[src/hdl/rfalu_pkg.sv]
// Package for the register file ALU: sizes, action codes, sequencer states
// and the control/status structs shared by the top level and the divider.
// No dependencies.
`timescale 1ns / 1ps

package rfalu_pkg;

	// register file geometry (index width is fixed by the request fields)
	localparam int IDX_W    = 5;
	localparam int NUM_REGS = 2 ** IDX_W;
	localparam int DW       = 32;
	localparam int IMM_W    = 31;
	localparam int CNT_W    = $clog2(DW);

	// access mark bits
	localparam int MARK_W = 2;
	localparam int MARK_RD = 0;
	localparam int MARK_WR = 1;

	typedef enum logic [3:0] {
		ACT_MOV   = 4'd0,
		ACT_ADD   = 4'd1,
		ACT_SUB   = 4'd2,
		ACT_MUL   = 4'd3,
		ACT_DIV   = 4'd4,
		ACT_REM   = 4'd5,
		ACT_AND   = 4'd6,
		ACT_OR    = 4'd7,
		ACT_XOR   = 4'd8,
		ACT_NOT   = 4'd9,
		ACT_EQ    = 4'd10,
		ACT_NE    = 4'd11,
		ACT_LT    = 4'd12,
		ACT_GE    = 4'd13,
		ACT_CLEAR = 4'd14,
		ACT_QUERY = 4'd15
	} action_t;

	typedef enum logic [2:0] {
		ST_IDLE,
		ST_READ,
		ST_EXEC,
		ST_DIV,
		ST_FIN
	} state_t;

	// divider control and status
	typedef struct packed {
		logic start;
		logic want_rem;
	} div_ctl_t;

	typedef struct packed {
		logic done;
		logic dz;
	} div_sts_t;

endpackage

[src/hdl/rfalu_req_if.sv]
// Request channel of the register file ALU: valid/ready plus the action fields.
// Depends on nothing.
`timescale 1ns / 1ps

interface rfalu_req_if;
	logic        valid;
	logic        ready;
	logic [3:0]  action;
	logic [4:0]  dest_index;
	logic [4:0]  src1_index;
	logic [4:0]  src2_index;
	logic        use_imm;
	logic [30:0] immediate;

	modport source (
		output valid, action, dest_index, src1_index, src2_index, use_imm, immediate,
		input  ready
	);
	modport sink (
		input  valid, action, dest_index, src1_index, src2_index, use_imm, immediate,
		output ready
	);
endinterface

[src/hdl/rfalu_rsp_if.sv]
// Result channel of the register file ALU: valid/ready plus the result fields.
// Depends on nothing.
`timescale 1ns / 1ps

interface rfalu_rsp_if;
	logic               valid;
	logic               ready;
	logic signed [31:0] result_value;
	logic               wrote;
	logic               branch_taken;
	logic               div_by_zero;
	logic [1:0]         access_mark;

	modport source (
		output valid, result_value, wrote, branch_taken, div_by_zero, access_mark,
		input  ready
	);
	modport sink (
		input  valid, result_value, wrote, branch_taken, div_by_zero, access_mark,
		output ready
	);
endinterface

[src/hdl/rfalu_regmem.sv]
// Register value store: one write port, two registered read ports.
// Per-entry valid bits make unwritten registers read as zero after reset.
// Depends on rfalu_pkg.
`timescale 1ns / 1ps

module rfalu_regmem (
	input  logic                      clk,
	input  logic                      arst_n,
	input  logic [rfalu_pkg::IDX_W-1:0] raddr1,
	input  logic [rfalu_pkg::IDX_W-1:0] raddr2,
	output logic [rfalu_pkg::DW-1:0]    rdata1,
	output logic [rfalu_pkg::DW-1:0]    rdata2,
	input  logic                      we,
	input  logic [rfalu_pkg::IDX_W-1:0] waddr,
	input  logic [rfalu_pkg::DW-1:0]    wdata
);
	import rfalu_pkg::*;

	logic [DW-1:0]       mem [NUM_REGS];
	logic [NUM_REGS-1:0] vld_q;
	logic [DW-1:0]       rd1_q;
	logic [DW-1:0]       rd2_q;
	logic                rv1_q;
	logic                rv2_q;

	// storage array and registered reads
	always_ff @(posedge clk) begin
		if (we) begin
			mem[waddr] <= wdata;
		end
		rd1_q <= mem[raddr1];
		rd2_q <= mem[raddr2];
	end

	// valid bits, cleared by reset
	always_ff @(posedge clk or negedge arst_n) begin
		if (!arst_n) begin
			vld_q <= '0;
			rv1_q <= 1'b0;
			rv2_q <= 1'b0;
		end else begin
			if (we) begin
				vld_q[waddr] <= 1'b1;
			end
			rv1_q <= vld_q[raddr1];
			rv2_q <= vld_q[raddr2];
		end
	end

	assign rdata1 = rv1_q ? rd1_q : '0;
	assign rdata2 = rv2_q ? rd2_q : '0;

endmodule

[src/hdl/rfalu_div.sv]
// Signed divider, one quotient bit per cycle (restoring, on magnitudes).
// Zero divisor finishes at once with quotient all ones / remainder = dividend.
// Depends on rfalu_pkg.
`timescale 1ns / 1ps

module rfalu_div (
	input  logic                   clk,
	input  logic                   arst_n,
	input  rfalu_pkg::div_ctl_t    ctl,
	input  logic [rfalu_pkg::DW-1:0] dividend,
	input  logic [rfalu_pkg::DW-1:0] divisor,
	output rfalu_pkg::div_sts_t    sts,
	output logic [rfalu_pkg::DW-1:0] result
);
	import rfalu_pkg::*;

	logic             busy_q;
	logic             fin_q;
	logic             done_q;
	logic             dz_q;
	logic [CNT_W-1:0] cnt_q;
	logic [DW:0]      rem_q;
	logic [DW-1:0]    quo_q;
	logic [DW-1:0]    mb_q;
	logic             negq_q;
	logic             negr_q;
	logic             wrem_q;
	logic [DW-1:0]    res_q;

	logic          na;
	logic          nb;
	logic [DW-1:0] ma;
	logic [DW-1:0] mb;
	logic [DW:0]   rem_sh;
	logic [DW:0]   diff;

	// operand magnitudes and one restoring step
	always_comb begin
		na     = dividend[DW-1];
		nb     = divisor[DW-1];
		ma     = na ? (~dividend + 1'b1) : dividend;
		mb     = nb ? (~divisor + 1'b1) : divisor;
		rem_sh = {rem_q[DW-1:0], quo_q[DW-1]};
		diff   = rem_sh - {1'b0, mb_q};
	end

	// control flags
	always_ff @(posedge clk or negedge arst_n) begin
		if (!arst_n) begin
			busy_q <= 1'b0;
			fin_q  <= 1'b0;
			done_q <= 1'b0;
			dz_q   <= 1'b0;
			cnt_q  <= '0;
		end else begin
			done_q <= 1'b0;
			if (ctl.start) begin
				dz_q  <= (divisor == '0);
				cnt_q <= '0;
				if (divisor == '0) begin
					done_q <= 1'b1;
				end else begin
					busy_q <= 1'b1;
				end
			end else if (busy_q) begin
				cnt_q <= cnt_q + 1'b1;
				if (cnt_q == CNT_W'(DW - 1)) begin
					busy_q <= 1'b0;
					fin_q  <= 1'b1;
				end
			end else if (fin_q) begin
				fin_q  <= 1'b0;
				done_q <= 1'b1;
			end
		end
	end

	// datapath
	always_ff @(posedge clk) begin
		if (ctl.start) begin
			wrem_q <= ctl.want_rem;
			negq_q <= na ^ nb;
			negr_q <= na;
			mb_q   <= mb;
			quo_q  <= ma;
			rem_q  <= '0;
			if (divisor == '0) begin
				res_q <= ctl.want_rem ? dividend : '1;
			end
		end else if (busy_q) begin
			if (!diff[DW]) begin
				rem_q <= diff;
				quo_q <= {quo_q[DW-2:0], 1'b1};
			end else begin
				rem_q <= rem_sh;
				quo_q <= {quo_q[DW-2:0], 1'b0};
			end
		end else if (fin_q) begin
			// sign fix-up: quotient toward zero, remainder follows dividend
			if (wrem_q) begin
				res_q <= negr_q ? (~rem_q[DW-1:0] + 1'b1) : rem_q[DW-1:0];
			end else begin
				res_q <= negq_q ? (~quo_q + 1'b1) : quo_q;
			end
		end
	end

	assign sts.done = done_q;
	assign sts.dz   = dz_q;
	assign result   = res_q;

endmodule

[src/hdl/register_file_alu_with_access_marks.sv]
// Top level: request sequencer, ALU, access marks and result register.
// Depends on rfalu_pkg, rfalu_req_if, rfalu_rsp_if, rfalu_regmem, rfalu_div.
`timescale 1ns / 1ps

// Thirty-two 32-bit registers, held in a two-read one-write synchronous
// memory, feed a signed ALU; each request reads its operands, computes,
// writes the destination back for the value actions (mov through not), and
// returns one result. One request is in flight at a time: most actions pass
// through accept, memory read, execute and commit, mul included since its
// product is registered in the execute cycle. div and rem also wait on the
// divider, which produces one quotient bit per cycle; a zero divisor ends
// its wait at once. The next request is taken as soon as the previous one
// has committed, even while its result still waits in the output register;
// a commit waits only if that register is still full. Registers read as
// zero and all access marks are clear after reset, with no clearing pass.
module register_file_alu_with_access_marks (
	input  logic          clk,
	input  logic          arst_n,
	rfalu_req_if.sink     req,
	rfalu_rsp_if.source   rsp
);
	import rfalu_pkg::*;

	state_t state_q;
	state_t state_d;

	// request fields
	action_t          act_q;
	logic [IDX_W-1:0] rd_q;
	logic [IDX_W-1:0] rs1_q;
	logic [IDX_W-1:0] rs2_q;
	logic             imm_sel_q;
	logic [IMM_W-1:0] imm_q;

	// execute results
	logic [DW-1:0] res_q;
	logic [DW-1:0] prod_q;
	logic          br_q;
	logic [MARK_W-1:0] mark_q;

	logic [MARK_W-1:0] marks_q [NUM_REGS];

	// output register
	logic              ovalid_q;
	logic [DW-1:0]     oval_q;
	logic              owrote_q;
	logic              obr_q;
	logic              odz_q;
	logic [MARK_W-1:0] omark_q;

	logic [DW-1:0] rd1;
	logic [DW-1:0] rd2;
	logic [DW-1:0] imm_ext;
	logic [DW-1:0] op_mv;
	logic [DW-1:0] op_b;
	logic [DW-1:0] ex_val;
	logic          ex_br;
	logic [DW-1:0] fin_val;
	logic          fin_wrote;
	logic          fin_dz;
	logic          mark_rs1;
	logic          mark_rs2;
	logic          accept;
	logic          commit;
	logic          mem_we;

	div_ctl_t      div_ctl;
	div_sts_t      div_sts;
	logic [DW-1:0] div_res;

	rfalu_regmem u_regmem (
		.clk    (clk),
		.arst_n (arst_n),
		.raddr1 (rs1_q),
		.raddr2 (rs2_q),
		.rdata1 (rd1),
		.rdata2 (rd2),
		.we     (mem_we),
		.waddr  (rd_q),
		.wdata  (fin_val)
	);

	rfalu_div u_div (
		.clk      (clk),
		.arst_n   (arst_n),
		.ctl      (div_ctl),
		.dividend (rd1),
		.divisor  (op_b),
		.sts      (div_sts),
		.result   (div_res)
	);

	// sequencer state register
	always_ff @(posedge clk or negedge arst_n) begin
		if (!arst_n) begin
			state_q <= ST_IDLE;
		end else begin
			state_q <= state_d;
		end
	end

	// next state and handshake
	always_comb begin
		state_d          = state_q;
		req.ready        = 1'b0;
		div_ctl.start    = 1'b0;
		div_ctl.want_rem = (act_q == ACT_REM);
		commit           = 1'b0;
		case (state_q)
			ST_IDLE: begin
				req.ready = 1'b1;
				if (req.valid) begin
					state_d = ST_READ;
				end
			end
			ST_READ: begin
				state_d = ST_EXEC;
			end
			ST_EXEC: begin
				if (act_q == ACT_DIV || act_q == ACT_REM) begin
					div_ctl.start = 1'b1;
					state_d       = ST_DIV;
				end else begin
					state_d = ST_FIN;
				end
			end
			ST_DIV: begin
				if (div_sts.done) begin
					state_d = ST_FIN;
				end
			end
			ST_FIN: begin
				if (!ovalid_q || rsp.ready) begin
					commit  = 1'b1;
					state_d = ST_IDLE;
				end
			end
			default: begin
				state_d = ST_IDLE;
			end
		endcase
	end

	assign accept = req.valid && req.ready;

	// capture the request
	always_ff @(posedge clk) begin
		if (accept) begin
			act_q     <= action_t'(req.action);
			rd_q      <= req.dest_index;
			rs1_q     <= req.src1_index;
			rs2_q     <= req.src2_index;
			imm_sel_q <= req.use_imm;
			imm_q     <= req.immediate;
		end
	end

	// operand selection and combinational ALU
	always_comb begin
		imm_ext  = DW'(imm_q);
		op_mv    = imm_sel_q ? imm_ext : rd1;
		op_b     = (imm_sel_q && act_q inside {[ACT_ADD:ACT_XOR]}) ? imm_ext : rd2;
		ex_val   = '0;
		ex_br    = 1'b0;
		mark_rs1 = 1'b0;
		mark_rs2 = 1'b0;
		case (act_q)
			ACT_MOV:   ex_val = op_mv;
			ACT_NOT:   ex_val = ~op_mv;
			ACT_ADD:   ex_val = rd1 + op_b;
			ACT_SUB:   ex_val = rd1 - op_b;
			ACT_AND:   ex_val = rd1 & op_b;
			ACT_OR:    ex_val = rd1 | op_b;
			ACT_XOR:   ex_val = rd1 ^ op_b;
			ACT_EQ:    ex_br  = (rd1 == rd2);
			ACT_NE:    ex_br  = (rd1 != rd2);
			ACT_LT:    ex_br  = ($signed(rd1) < $signed(rd2));
			ACT_GE:    ex_br  = !($signed(rd1) < $signed(rd2));
			ACT_QUERY: ex_val = rd1;
			default:   ex_val = '0;
		endcase
		// read marks: immediate operands and query leave none
		if (act_q inside {ACT_MOV, ACT_NOT}) begin
			mark_rs1 = !imm_sel_q;
		end else if (act_q inside {[ACT_ADD:ACT_XOR]}) begin
			mark_rs1 = 1'b1;
			mark_rs2 = !imm_sel_q;
		end else if (act_q inside {[ACT_EQ:ACT_GE]}) begin
			mark_rs1 = 1'b1;
			mark_rs2 = 1'b1;
		end
	end

	// execute-stage registers; the product is registered before use
	always_ff @(posedge clk) begin
		if (state_q == ST_EXEC) begin
			res_q  <= ex_val;
			prod_q <= rd1 * op_b;
			br_q   <= ex_br;
			mark_q <= (act_q == ACT_QUERY) ? marks_q[rs1_q] : '0;
		end
	end

	// commit: result select and write back
	always_comb begin
		case (act_q)
			ACT_MUL:          fin_val = prod_q;
			ACT_DIV, ACT_REM: fin_val = div_res;
			default:          fin_val = res_q;
		endcase
		fin_wrote = act_q inside {[ACT_MOV:ACT_NOT]};
		fin_dz    = (act_q == ACT_DIV || act_q == ACT_REM) && div_sts.dz;
		mem_we    = commit && fin_wrote;
	end

	// sticky access marks
	always_ff @(posedge clk or negedge arst_n) begin
		if (!arst_n) begin
			for (int i = 0; i < NUM_REGS; i++) begin
				marks_q[i] <= '0;
			end
		end else begin
			if (state_q == ST_EXEC) begin
				if (act_q == ACT_CLEAR) begin
					for (int i = 0; i < NUM_REGS; i++) begin
						marks_q[i] <= '0;
					end
				end else begin
					if (mark_rs1) begin
						marks_q[rs1_q][MARK_RD] <= 1'b1;
					end
					if (mark_rs2) begin
						marks_q[rs2_q][MARK_RD] <= 1'b1;
					end
				end
			end
			if (mem_we) begin
				marks_q[rd_q][MARK_WR] <= 1'b1;
			end
		end
	end

	// output register
	always_ff @(posedge clk or negedge arst_n) begin
		if (!arst_n) begin
			ovalid_q <= 1'b0;
		end else if (commit) begin
			ovalid_q <= 1'b1;
		end else if (rsp.ready) begin
			ovalid_q <= 1'b0;
		end
	end

	always_ff @(posedge clk) begin
		if (commit) begin
			oval_q   <= fin_val;
			owrote_q <= fin_wrote;
			obr_q    <= br_q;
			odz_q    <= fin_dz;
			omark_q  <= mark_q;
		end
	end

	assign rsp.valid        = ovalid_q;
	assign rsp.result_value = $signed(oval_q);
	assign rsp.wrote        = owrote_q;
	assign rsp.branch_taken = obr_q;
	assign rsp.div_by_zero  = odz_q;
	assign rsp.access_mark  = omark_q;

endmodule
[src/flat_wrapper.sv]
// flat-port wrapper written by rule: the top's interface ports become plain ports
module register_file_alu_with_access_marks_flat import rfalu_pkg::*;
  (clk, arst_n, req_valid, req_action, req_dest_index, req_src1_index, req_src2_index, req_use_imm, req_immediate, req_ready, rsp_valid, rsp_result_value, rsp_wrote, rsp_branch_taken, rsp_div_by_zero, rsp_access_mark, rsp_ready);
  rfalu_req_if req_i ();
  rfalu_rsp_if rsp_i ();
  input  logic clk;
  input  logic arst_n;
  input wire logic [$bits(req_i.valid)-1:0] req_valid;
  input wire logic [$bits(req_i.action)-1:0] req_action;
  input wire logic [$bits(req_i.dest_index)-1:0] req_dest_index;
  input wire logic [$bits(req_i.src1_index)-1:0] req_src1_index;
  input wire logic [$bits(req_i.src2_index)-1:0] req_src2_index;
  input wire logic [$bits(req_i.use_imm)-1:0] req_use_imm;
  input wire logic [$bits(req_i.immediate)-1:0] req_immediate;
  output wire logic [$bits(req_i.ready)-1:0] req_ready;
  output wire logic [$bits(rsp_i.valid)-1:0] rsp_valid;
  output wire logic [$bits(rsp_i.result_value)-1:0] rsp_result_value;
  output wire logic [$bits(rsp_i.wrote)-1:0] rsp_wrote;
  output wire logic [$bits(rsp_i.branch_taken)-1:0] rsp_branch_taken;
  output wire logic [$bits(rsp_i.div_by_zero)-1:0] rsp_div_by_zero;
  output wire logic [$bits(rsp_i.access_mark)-1:0] rsp_access_mark;
  input wire logic [$bits(rsp_i.ready)-1:0] rsp_ready;
  assign req_i.valid = req_valid;
  assign req_i.action = req_action;
  assign req_i.dest_index = req_dest_index;
  assign req_i.src1_index = req_src1_index;
  assign req_i.src2_index = req_src2_index;
  assign req_i.use_imm = req_use_imm;
  assign req_i.immediate = req_immediate;
  assign req_ready = req_i.ready;
  assign rsp_valid = rsp_i.valid;
  assign rsp_result_value = rsp_i.result_value;
  assign rsp_wrote = rsp_i.wrote;
  assign rsp_branch_taken = rsp_i.branch_taken;
  assign rsp_div_by_zero = rsp_i.div_by_zero;
  assign rsp_access_mark = rsp_i.access_mark;
  assign rsp_i.ready = rsp_ready;
  register_file_alu_with_access_marks u_core (.clk(clk), .arst_n(arst_n), .req(req_i), .rsp(rsp_i));
endmodule
[config.mk]
export PLATFORM = sky130hd
export DESIGN_NAME = register_file_alu_with_access_marks_flat
export DESIGN_NICKNAME = d
export VERILOG_FILES = /design/src/hdl/rfalu_pkg.sv /design/src/hdl/rfalu_req_if.sv /design/src/hdl/rfalu_rsp_if.sv /design/src/hdl/rfalu_regmem.sv /design/src/hdl/rfalu_div.sv /design/src/hdl/register_file_alu_with_access_marks.sv /design/src/flat_wrapper.sv
export SDC_FILE = /design/constraint.sdc
export NUM_CORES = 2
export LEC_CHECK = 0
export ABC_CLOCK_PERIOD_IN_PS = 8800
export CORE_AREA = 4 4 391 393
export DETAILED_ROUTE_END_ITERATION = 8
export DIE_AREA = 0 0 395 397
export DONT_BUFFER_PORTS = 1
export PLACE_DENSITY = 0.75
export SYNTH_ARGS = -nofsm -noshare
export SYNTH_HDL_FRONTEND = slang
export SYNTH_SLANG_ARGS = --single-unit
[constraint.sdc]
create_clock -name clk -period 8.8 [get_ports clk]
set_input_delay 1.32 -clock clk [delete_from_list [all_inputs] [get_ports clk]]
set_output_delay 1.32 -clock clk [all_outputs]
set_load 0.01 [all_outputs]
---- Yosys cells after proc, flatten, opt, wreduce, memory -nomap -nowiden ----
Memory sizes are Yosys's and may differ from the RTL's. A register that Yosys moved wholly into a read port is not among the register bits.
Cells that the tools add are included.
Widths: inputs -> output; s select.
storage, ports and cells
  register bits after elaboration ......... 397
  bits in writable memories ............... 1024
  input port bits ......................... 55
  output and inout port bits .............. 39
  logic and storage cells ................. 239
  memories kept ........................... 1
cells by class
  add/sub/neg operators ................... 8
  $mul .................................... 1
  magnitude comparators ................... 17
  equality and inequality tests ........... 29
  mux-type cells .......................... 74
  bitwise operators ....................... 17
  reduce and logical (&&, ||, !) cells .... 27
memories
  name                 words  bits a word  rd ports  clocked after Yosys merged registers in  write ports  line                text
  u_core.u_regmem.mem  32     32           2         2                                        1            rfalu_regmem.sv:19  logic [DW-1:0] mem [NUM_REGS];
operators by type and width
  cell                   number
  $mux 32                16
  $mux 64                7
  $pmux 32 s8            1
  $or 64x64->64          3
  $not 32->32            5
  $add 32x1->32 const B  4
  $or 32x32->32          2
  $pmux 32 s2            1
  $sub 33x32->33         1
  $add 32x32->32         1
  $and 32x32->32         1
  $eq 32x32->1           1
  $eq 4x4->1 const B     8
  $logic_not 32->1       1
  $lt 32x32->1           1
  $mul 32x32->32         1
  $ne 32x32->1           1
  $sub 32x32->32         1
  $xor 32x32->32         1
  $mux 31                1
  $demux 2 s5            3
  $mux 1                 30
  $ge 6x6->1 const B     3
  $lt 5x6->1 const B     3
  35 further kinds       76

---- Logic depth before layout (Yosys ltp) ----
  depth after elaboration ................. 15
  gate-level depth with buffers ........... 37
  mapped depth without buffers ............ 32

---- By module ----
A second synthesis with hierarchy kept.
second synthesis, totals
  cell total of the unflattened synthesis .. 8033
  area, all modules ....................... 92129.6 um^2
modules (own cells, without submodules)
  module                               instances  cells each  area each (um^2)  seq. area each (um^2)
  rfalu_regmem                         1          3664        52170.0           32881.5
  register_file_alu_with_access_marks  1          3242        29827.4           6356.1
  rfalu_div                            1          1127        10132.2           3838.7

---- Least setup slack after synthesis ----
OpenSTA, ideal clock, no wires.
  path type ............................... register to register
  start ................................... reg u_core.act_q[0]
  end ..................................... reg u_core.prod_q[25] (data pin)
  library setup time ...................... 260 ps
  arrival ................................. 8163 ps
  required time ........................... 8540 ps
  path slack .............................. 377 ps
  cell stages (with the launch flop) ...... 34
  period minus slack after synthesis ...... 8423 ps
  path through ............................ edfxtp_1 -> or4_1 -> buf_2 -> and3_1 -> buf_6 -> buf_6 -> nand2_1 -> o21ai_2 -> inv_2 -> clkbuf_1 -> buf_1 -> nor2_1 -> fa_1 -> inv_1 -> fa_1 -> fa_1 -> fa_1 -> inv_1 -> ha_1 -> ha_1 -> fa_1 -> fa_1 -> ha_1 -> a21o_1 -> a2111o_1 -> a31oi_1 -> o21a_1 -> a211oi_1 -> o21a_1 -> o21a_1 -> o31a_1 -> o21a_1 -> nor2_1 -> xnor2_1
between the ends
  word-level cells in the longest chain between the ends .. 5
ends and longest elaborated chain
  element                                   line                                        text
  start, declared                           register_file_alu_with_access_marks.sv:28   action_t act_q;
  start signal, assigned                    register_file_alu_with_access_marks.sv:149  act_q <= action_t'(req.action);
  $ge 4x1->1 or $le 4x4->1 (tied branches)  register_file_alu_with_access_marks.sv:162  op_b = (imm_sel_q && act_q inside {[ACT_ADD:ACT_XOR]}) ? imm_ext : rd2;
  $logic_and 1x1->1 * (2 in a row)          register_file_alu_with_access_marks.sv:162
  $mux 32 *                                 register_file_alu_with_access_marks.sv:162
  $mul 32x32->32 *                          register_file_alu_with_access_marks.sv:198  prod_q <= rd1 * op_b;
  end signal, assigned                      register_file_alu_with_access_marks.sv:198
  end, declared                             register_file_alu_with_access_marks.sv:37   logic [DW-1:0] prod_q;
Mark *: on every way between the ends. The rest lies on a longest branch, timed or not.
A chain may end at the register's enable or synchronous reset.

---- Worst setup path in the final report ----
Same ends and word-level chain as after synthesis.

==> reports/results.tsv <==
stage	metric	value	unit
routing	drt_iter0_drc	9946	
global_routing	grt_start_max_net_pins	125	
yosys	synth.area.mux_share	14.3	%
yosys	synth-seq-area-share	49.0	%
clock_network	clkSinkCount	1485	
clock_network	cts_buffers	154	
yosys	yosys.area.top_type_share	43.7	%
place	placedCellCount	8567	
global_routing	grtUsageTotal	41.3	%
yosys	synthAdderAreaFrac	13.4	%
worst_setup_path	arrival	9140	ps
die	die_y	397	µm
yosys	yosys-top-cells-count	1,278 x edfxtp_1, 631 x nor2_1, 544 x mux4_2, 522 x nand2_1, 504 x inv_1	
worst_setup_path	crit_type	flop to flop	
die	io_pins	94	
sta	hold_ws	208	ps
worst_setup_path	end_kind	flop	
die	dieWidth	395	µm
yosys	yosysMostFrequentCell	edfxtp_1	
routing	vias_per_cell	7.10	
yosys	synthSimpleGateAreaFrac	7.76	%
clock_network	cts_buffer_depth	3	
clock_network	tritoncts	yes	
sta	layout_min_cycle_time	8620	ps
layout	largestRegisters	u_core.u_regmem.mem (1024), u_core.marks_q (64)	
status	status	complete, no violations	
pwr	p_leak	0.0361	µW
worst_setup_path	slowest_delay	600	ps
clock_network	clk_latency	820	ps
place	io_buffers	0	
yosys	synth_edf_count	1278	
worst_setup_path	cp_common_cell	fa_1	
sta	fin_ws	181	ps
routing	ant_nets	0	
place	placed_area	91700	µm²
worst_setup_path	required	9330	ps
layout	areaGrowthSynthToFinish	10.3	%
clock_network	hold_buffers	0	
sta	relSlewSlack	7.46	%
yosys	yosys.area.top_type	edfxtp_1	
clock_network	cts_resized	0	
layout	nets	7461	
yosys	synth_cell_types	86	
place	dp_hpwl	204000	µm
global_routing	antenna_found_initial	31	
sta	maxSlewViolCount	0	
clock_network	cts_max_level	4	
worst_setup_path	path_max_fanout	31	
sta	fin_skew	50.8	ps
sta	final.setup.tns	0	ps
flow_run	cap_violations	0	
place	gp_congestion	1.07	
yosys	syn_avg_cell_area	13.2	µm²
sta	rsz0062_at_grt	yes	
yosys	syn_inst	6644	
layout	top_register	u_core.u_regmem.mem	
yosys	synth_nets	7397	
layout	final_layout_size_suffix_gt1_share	18.3	%
yosys	synthFlopType	edfxtp_1	
layout	largest_reg_flops	1024	
die	coreArea	149000	µm²
worst_setup_path	crit_slowest_cell	or4_1	
global_routing	overflow	0	
sta	fmax	116	MHz
yosys	synth-xor-area-share	2.84	%
yosys	ys_async_sr_fraction	7.47	%
min_path	min_path_type	input port to async pin	
clock_network	root_buffer	clkbuf_16	
sta	setup_viol	0	
die	start_util	58.8	%
sta	tightest_slew	1380	ps
routing	routedWlPerCell	36.5	µm
sta	hold_violations	0	
place	post-place-ws	236	ps
layout	final_area	96900	µm²
global_routing	grt_pass1_vias	62900	
yosys	synth_compound_area_share	8.51	%
die	row_count	142	
yosys	synth.cell_area	87900	µm²
yosys	synth.area.top_cells	edfxtp_1 44%, mux4_2 14%, fa_1 9.3%	
routing	routed_wl	324000	µm
die	dieArea	157000	µm²
clock_network	post_cts_buffers	0	
pwr	power_density	295	nW/µm²
worst_setup_path	critPathLaunchType	flop	
global_routing	grt_pass1_wl	457000	µm
routing	num_vias	63000	
yosys	yosysWarnings	0	
layout	layout.cells.non_filler	8875	
routing	drcViolationCount	0	
sta	timing.final.crit_share	97.9	%
yosys	synth_top_family_by_area	multiplexers	
clock_network	clk_pin_slew	60	ps
yosys	ys_ff_latch	1485	
routing	dr.pass1.iters	7	
pwr	vdd_drop_max	0.228	mV
worst_setup_path	reg2reg_slack	180	ps
routing by layer:
layer	wire (µm)	vias to the layer above	part of all wire (%)	track usage, %
met5	153	-	0.047	0
met4	28200	22	8.7	28.0
met3	43900	1386	14	12.3
met2	143000	5357	44	61.9
met1	108000	31400	33	52.3
li1	-	24800	-	-
power breakdown:
part | switching, µW | leakage, µW | internal, µW | total (µW)
combinational | 7770 | 0.0197 | 3970 | 11700
sequential | 996 | 0.0139 | 9220 | 10200
clock | 2940 | 0.00248 | 3700 | 6640
total | 11700 | 0.0361 | 16900 | 28600
cells in the final DEF, fill, tap and decap left out, types with 17 or more instances in the layout:
| cell type | synthesis | layout |
|---|---|---|
| edfxtp_1 | 1278 | 1278 |
| nor2_1 | 631 | 591 |
| mux4_2 | 544 | 544 |
| nand2_1 | 522 | 521 |
| inv_1 | 504 | 503 |
| fa_1 | 410 | 410 |
| a22oi_1 | 303 | 303 |
| buf_4 | 2 | 291 |
| ha_1 | 288 | 288 |
| a21oi_1 | 233 | 232 |
| xnor2_1 | 201 | 201 |
| clkbuf_16 | 0 | 157 |
| o21ai_0 | 152 | 152 |
| dfrtp_1 | 111 | 109 |
| dfxtp_1 | 96 | 96 |
| nand4_1 | 93 | 93 |
| a21o_1 | 85 | 85 |
| xor2_1 | 79 | 79 |
| nand3_1 | 55 | 55 |
| a31oi_1 | 50 | 48 |
| clkbuf_1 | 302 | 43 |
| or2_2 | 40 | 40 |
| nor2_4 | 0 | 37 |
| o31ai_1 | 37 | 37 |
| o22ai_1 | 37 | 37 |
| nand2b_1 | 34 | 34 |
| o211ai_1 | 32 | 32 |
| clkinv_1 | 16 | 30 |
| nor3_1 | 34 | 29 |
| a211oi_1 | 30 | 29 |
| mux2i_1 | 29 | 29 |
| clkinv_2 | 0 | 29 |
| or3_1 | 25 | 25 |
| and2_1 | 28 | 24 |
| a221oi_1 | 23 | 23 |
| o21a_1 | 20 | 20 |
| diode_2 | 0 | 19 |
| nor2b_1 | 19 | 19 |
| inv_2 | 18 | 17 |
per-stage QoR:
step	util [%]	power, µW
final	64.9	28600
after global routing	64.8	29500
after CTS	64.8	28100
after detailed placement	61.4	21500
after global placement	61.4	21300
after floorplan	-	16800
final timing paths:
path	startpoint	to	cells past startpoint
worst min-delay path	arst_n	u_core.marks_q[5]	0
worst min register to register	u_core.br_q	u_core.rsp.branch_taken	0
worst max register to register	u_core.act_q[0]	u_core.prod_q[25]	30
worst max-delay path	u_core.act_q[0]	u_core.prod_q[25]	30
min in group clk	u_core.br_q	u_core.rsp.branch_taken	0
max in group asynchronous	arst_n	u_core.u_div.busy_q	0
layout make-up:
type | count | area [µm²]
multi-input cells | 4221 | 41600
inverters | 538 | 2030
flip-flops and latches | 1485 | 43100
repair buffers | 308 | 2520
clock buffers | 215 | 4300
fillers | 10800 | 52500
clock inverters | 73 | 833
diodes | 19 | 47.5
well taps | 2016 | 2520
cell families after synthesis:
group / count (synthesis)
AND/OR/NAND/NOR: 1553
flip-flops: 1485
AO/OA/AOI/OAI: 1109
buffers and inverters: 939
adder cells (fa/ha/maj): 698
multiplexers: 578
XOR/XNOR: 282
worst max-delay path: cells and delay by family, from the launching register on:
family	cells	cell delay [ps]
adder cells (fa/ha/maj)	9	3700
AO/OA/AOI/OAI	9	1850
AND/OR/NAND/NOR	5	1410
buffers and inverters	6	800
flip-flops	1	430
XOR/XNOR	1	80
No activity file was read; power rests on OpenSTA's default activity.
